File: src/knnpc_pkg.sv
// shared constants, codes and types for the knn point classifier
`timescale 1ns / 1ps
`default_nettype none
package knnpc_pkg;

  localparam int MaxPoints = 1024;
  localparam int MinPoints = 10;
  localparam int AddrW     = $clog2(MaxPoints);
  localparam int CountW    = $clog2(MaxPoints + 1);
  localparam int CoordW    = 16;
  localparam int LabelW    = 16;
  localparam int DiffW     = CoordW + 1;
  localparam int SqW       = 2 * DiffW;
  localparam int DistW     = SqW + 1;
  localparam int StatusW   = 3;
  localparam int ActionW   = 2;

  typedef enum logic [ActionW-1:0] {
    ACT_NEW    = 2'd0,
    ACT_APPEND = 2'd1,
    ACT_QUERY  = 2'd2,
    ACT_NONE   = 2'd3
  } action_t;

  typedef enum logic [StatusW-1:0] {
    ST_OK    = 3'd0,
    ST_BAD_K = 3'd1,
    ST_DUP   = 3'd2,
    ST_FULL  = 3'd3,
    ST_FEW   = 3'd4
  } status_t;

  typedef enum logic [3:0] {
    S_IDLE,
    S_FIND_RD,
    S_FIND_CHK,
    S_APPEND,
    S_SEL_RD,
    S_SEL_D1,
    S_SEL_D2,
    S_SEL_CMP,
    S_SEL_END,
    S_V_RDI,
    S_V_LATI,
    S_V_RDJ,
    S_V_CMPJ,
    S_V_UPD,
    S_DONE
  } state_t;

  // ordering key of a stored point during neighbor selection
  typedef struct packed {
    logic [DistW-1:0]         sqd;
    logic signed [LabelW-1:0] lab;
    logic [AddrW-1:0]         idx;
  } nkey_t;

endpackage
`default_nettype wire

File: src/knnpc_dist.sv
// two-stage squared euclidean distance unit
`timescale 1ns / 1ps
`default_nettype none
module knnpc_dist
  import knnpc_pkg::*;
(
  input  wire logic                     clk,
  input  wire logic signed [CoordW-1:0] ax,
  input  wire logic signed [CoordW-1:0] ay,
  input  wire logic signed [CoordW-1:0] bx,
  input  wire logic signed [CoordW-1:0] by,
  output logic             [DistW-1:0]  sq_dist
);

  logic signed [DiffW-1:0] dx_r, dy_r;
  logic signed [SqW-1:0]   sqx_r, sqy_r;

  always_ff @(posedge clk) begin
    dx_r  <= DiffW'(ax) - DiffW'(bx);
    dy_r  <= DiffW'(ay) - DiffW'(by);
    sqx_r <= dx_r * dx_r;
    sqy_r <= dy_r * dy_r;
  end

  assign sq_dist = DistW'(unsigned'(sqx_r)) + DistW'(unsigned'(sqy_r));

endmodule
`default_nettype wire

File: config.mk
export PLATFORM = sky130hd
export DESIGN_NAME = knnpc_dist
export DESIGN_NICKNAME = d
export VERILOG_FILES = /design/src/knnpc_pkg.sv /design/src/knnpc_dist.sv
export SDC_FILE = /design/constraint.sdc
export NUM_CORES = 2
export LEC_CHECK = 0
export BUFFER_PORTS_ARGS = -buffer_cell sky130_fd_sc_hd__clkbuf_2
export CAP_MARGIN = 10
export CORE_ASPECT_RATIO = 0.9
export CORE_MARGIN = 3
export CORE_UTILIZATION = 50
export CTS_CLUSTER_DIAMETER = 200
export CTS_CLUSTER_SIZE = 12
export DETAILED_ROUTE_END_ITERATION = 8
export PLACE_DENSITY = 0.67
export SYNTH_ARGS = -nofsm -noshare
export SYNTH_HDL_FRONTEND = slang
export SYNTH_SLANG_ARGS = --single-unit
File: constraint.sdc
create_clock -name clk -period 8 [get_ports clk]
set_input_delay 1.6 -clock clk [delete_from_list [all_inputs] [get_ports clk]]
set_output_delay 1.6 -clock clk [all_outputs]
set_load 0.005 [all_outputs]
Yosys cells after proc, flatten, opt, wreduce, memory -nomap -nowiden
Index checks and enable logic that the tools add are counted.
- register bits: 102
- bits in latches: 0
- memory bits (writable): 0
- bits in read-only memories: 0
- bits of input ports: 65
- output and inout bits: 35
- memories: 0
- $add $sub $neg: 3
- multipliers: 2
- divide/modulo/power cells: 0
- order comparisons: 0
- equal/unequal tests: 0
- shift-type cells: 0
- muxes and demuxes: 0
- bitwise logic cells: 0
- reductions and logical operators: 0
- operators by type and width (cell ; number):
    $mul 17x17->34 ; 2
    $add 34x34->35 ; 1
    $sub 16x16->17 ; 2

Depth between registers and ports, before layout
- word-level depth: 1
- gate-level depth with buffers: 25
- depth with buffers taken out: 24

Least setup slack after synthesis
OpenSTA, ideal clock, no wires.
- kind: reg2reg
- start: reg dx_r[16]
- end: reg sqx_r[33]
- library setup time: 0.072 ns
- arrival: 6.237 ns
- path slack: 1.691 ns
- stages on the path, launching flop included: 22
- cells stage by stage: dfxtp_1 -> clkbuf_1 -> clkbuf_1 -> and2_1 -> fa_1 -> fa_1 -> inv_1 -> fa_1 -> fa_1 -> fa_1 -> fa_1 -> inv_1 -> ha_1 -> and3_1 -> a31oi_1 -> o21ai_0 -> nor2b_1 -> a21oi_1 -> o311ai_0 -> a31o_2 -> a21oi_1 -> xnor2_1
- longest elaborated chain between the ends: 1
- ends and longest elaborated chain (item ; line ; RTL):
    start, declared ; knnpc_dist.sv:15 ; logic signed [DiffW-1:0] dx_r, dy_r;
    start signal, assigned ; knnpc_dist.sv:19 ; dx_r <= DiffW'(ax) - DiffW'(bx);
    $mul 17x17->34 ; knnpc_dist.sv:21 ; sqx_r <= dx_r * dx_r;
    end signal, assigned ; knnpc_dist.sv:21 ;
    end, declared ; knnpc_dist.sv:16 ; logic signed [SqW-1:0] sqx_r, sqy_r;
Every way passes these cells.

Final worst setup path
- start: reg dy_r[11]
- end: reg sqy_r[33]
- longest elaborated chain between the ends: 1
- ends and longest elaborated chain (item ; line ; RTL):
    start, declared ; knnpc_dist.sv:15 ;
    start signal, assigned ; knnpc_dist.sv:20 ; dy_r <= DiffW'(ay) - DiffW'(by);
    $mul 17x17->34 ; knnpc_dist.sv:22 ; sqy_r <= dy_r * dy_r;
    end signal, assigned ; knnpc_dist.sv:22 ;
    end, declared ; knnpc_dist.sv:16 ;
Every way passes these cells.

==> impl_metrics.yaml <==
sta:
  post-route-min-period_ns: 7.05
  finalCritPeriodShare_pct: 88.2
  max_freq_ghz: 0.142
  slew_violations: 0
  tightest_slew_ns: 0.883
  rsz0062_at_grt: "false"
  slew_headroom_pct: 41.1
  finalHoldViolations: 0
  fin_tns_setup_ns: 0
  finClkSkew_ns: 0.00845
  setup_violations: 0
route:
  routedWlPerCell_um: 14.7
  final_antenna_net_count: 0
  routed_wl_um: 48200
  dr.pass1.iters: 5
  vias_per_cell: 5.06
  drt_iter0_drc: 770
  drc_errors: 0
  vias: 16600
floorplan:
  initial_core_util_pct: 50.8
  num_rows: 76
  core_area_um2: 48000
  die_x_um: 239
  io_pins: 100
  die_y_um: 216
  dieArea_um2: 51500
critical_path:
  start_kind: "flip-flop"
  arrival_ns: 7.36
  crit_required_ns: 8.31
  rr_endpoint: "sqy_r[33]"
  critPathKind: "flip-flop to flip-flop"
  crit_path_frequent_cell: "fa_1"
  path_cells: "inv_1 -> nor2_1 -> fa_1 -> inv_1 -> fa_1 -> fa_1 -> inv_1 -> fa_1 -> fa_1 -> inv_1 -> fa_1 -> inv_1 -> ha_1 -> a211oi_1 -> o21ai_0 -> a311o_1 -> a221oi_2 -> a21oi_1 -> a2111oi_2 -> o21bai_1 -> a21oi_1 -> xnor2_1"
  critPathCaptureType: "flip-flop"
  rrSetupSlack_ns: 0.95
  critPathSlowestCell: "dfxtp_1"
  cp_max_fo: 13
  timing.rr.start: "dy_r[11]"
  critPathMaxStageDelay_ns: 0.71
  ff2ff_path_depth: 22
  cp.buffers_inverters: 5
  cp_top_family: "adder cells"
synthesis:
  async_flop_share_pct: 0
  yosys_most_used_dff: "dfxtp_1"
  yosysMostFrequentCell: "inv_1"
  synth_edf_count: 0
  synth_area_leader_cell: "fa_1"
  yosys-top-cells-count: "724 x inv_1, 534 x fa_1, 249 x ha_1"
  synth-seq-area-share_pct: 8.21
  ys_ff_latch: 100
  avgSynthCellArea_um2: 9.43
  synth_top_area_share_pct: 43.8
  ys_types: 62
  synth_area_leaders: "fa_1 44%, ha_1 13%, inv_1 11%, dfxtp_1 8.2%, xnor2_1 4.0%"
  netlist_area_um2: 24400
  syn_nets: 3434
  syn_inst: 2586
  yosys_warnings: 0
cells_and_area:
  nets: 3500
  regArea_um2: 2000
  fill_cells: 4351
  multi_input_area_um2: 19500
  drive_gt1_share_pct: 5.76
  antenna_cells: 0
  area_delta_synth_final_pct: 5.78
  utilization_pct: 53.7
clock_network:
  clk_pin_slew_ns: 0.08
  hold_buffers: 0
  cts_htree_levels: 3
  root_buffer: "clkbuf_16"
  cts_made_buffers: 9
  cts_tree: "done"
  insertion_delay_ns: 0.38
  cts_max_path_buffers: 2
  cts_setup_buffers: 0
  clock-sinks: 100
  cts.repair.resized: 0
placed_design:
  hpwl_um: 42100
  portBuffers: 99
  place.gp.congestion: 0.911
global_routing:
  grt_max_degree: 24
  grt_usage_pct: 20.3
  grt_pass1_vias: 18500
  grt_antenna_before_repair: 0
  grt_pass1_wl_um: 85500
  overflow: 0
min_path:
  whs_endpoint: "sqy_r[0]"
  min_from: "dy_r[0]"
  holdPathStages: 0
  hp-class: "flip-flop to flip-flop"
job:
  maxCapViolCount: 0
outcome:
  outcome: "finished, final reports clean"
## state kept, by name, indices dropped and copies added, names as in the netlist
register  flops
sqx_r        33
sqy_r        33
dy_r         17
dx_r         17
## routing by layer
metal | share of wire [%] | wire (um) | GRT usage [%]
met5 | 0 | 0 | 0
met3 | 3.4 | 1630 | 2.20
met4 | 2.2 | 1080 | 5.34
met2 | 51 | 24400 | 35.3
met1 | 44 | 21100 | 27.2
## cells by family after synthesis
logic type                 synth area share, %
adders and majority gates                 56.6
buffers and inverters                     11.9
and+or+nand+nor                           10.3
AOI/OAI and AO/OA                         7.57
xor gates and xnor gates                  5.31
DFF                                       8.21
muxes                                   0.0821
## through the flow
step,hold WS [ns],instances,area (um^2),worst slack [ns]
floorplan,0.404,2586,24400,1.69
global placement,0.685,3265,25500,1.19
detailed placement,0.671,3265,25500,1.04
CTS,0.694,3280,25800,1.01
global route,0.737,3280,25800,0.510
finish,0.682,3280,25800,0.948
## layout make-up
type / count / share of cell area (%)
Clock buffer: 10 / 0.926
Clock inverter: 5 / 0.175
Inverter: 724 / 10.5
Multi-Input combinational cell: 1714 / 75.5
Sequential cell: 100 / 7.76
Tap cell: 624 / 3.03
Timing Repair Buffer: 103 / 2.04
## worst reg2reg max path: cells and delay by family (launching register included)
| kind | cells | cell delay, ns |
|---|---|---|
| compound gates | 8 | 2.11 |
| xor+xnor | 1 | 0.13 |
| fa+ha+maj | 7 | 3.19 |
| buf+inv | 5 | 0.58 |
| flops | 1 | 0.71 |
| simple gates | 1 | 0.28 |
## how the worst max path moves through the flow
stage	to	slack, ns	cells past startpoint	from
floorplan	sqx_r[33]	1.69	21	dx_r[16]
global placement	sqy_r[33]	1.19	22	dy_r[11]
detailed placement	sqy_r[33]	1.04	22	dy_r[11]
CTS	sqy_r[33]	1.01	22	dy_r[11]
global route	sqx_r[33]	0.51	22	dx_r[7]
finish	sqy_r[33]	0.95	22	dy_r[11]
## layout by cell type, fill, tap and decap left out, types with 3 or more instances in the layout
master and count:
a211o_1 4, a211oi_1 11, a21boi_0 7, a21o_1 39, a21oi_1 71, a31o_2 15, a31oi_1 6, and2_1 126
and3_1 8, buf_4 4, clkbuf_16 9, clkbuf_2 99, dfxtp_1 100, fa_1 534, ha_1 249, inv_1 724
nand2_1 175, nand2b_1 15, nand3_1 18, nand3b_1 3, nand4_1 7, nor2_1 82, nor2b_1 37, nor3_1 18
nor4_1 5, o2111ai_1 4, o211ai_1 3, o21a_1 20, o21ai_0 44, o21bai_1 11, o31a_1 3, o31ai_1 5
or2_2 8, or3_1 5, xnor2_1 112, xor2_1 36
Power is not shown: default switching activity piles up to over one toggle a cycle in this logic, so the estimate is an artifact.
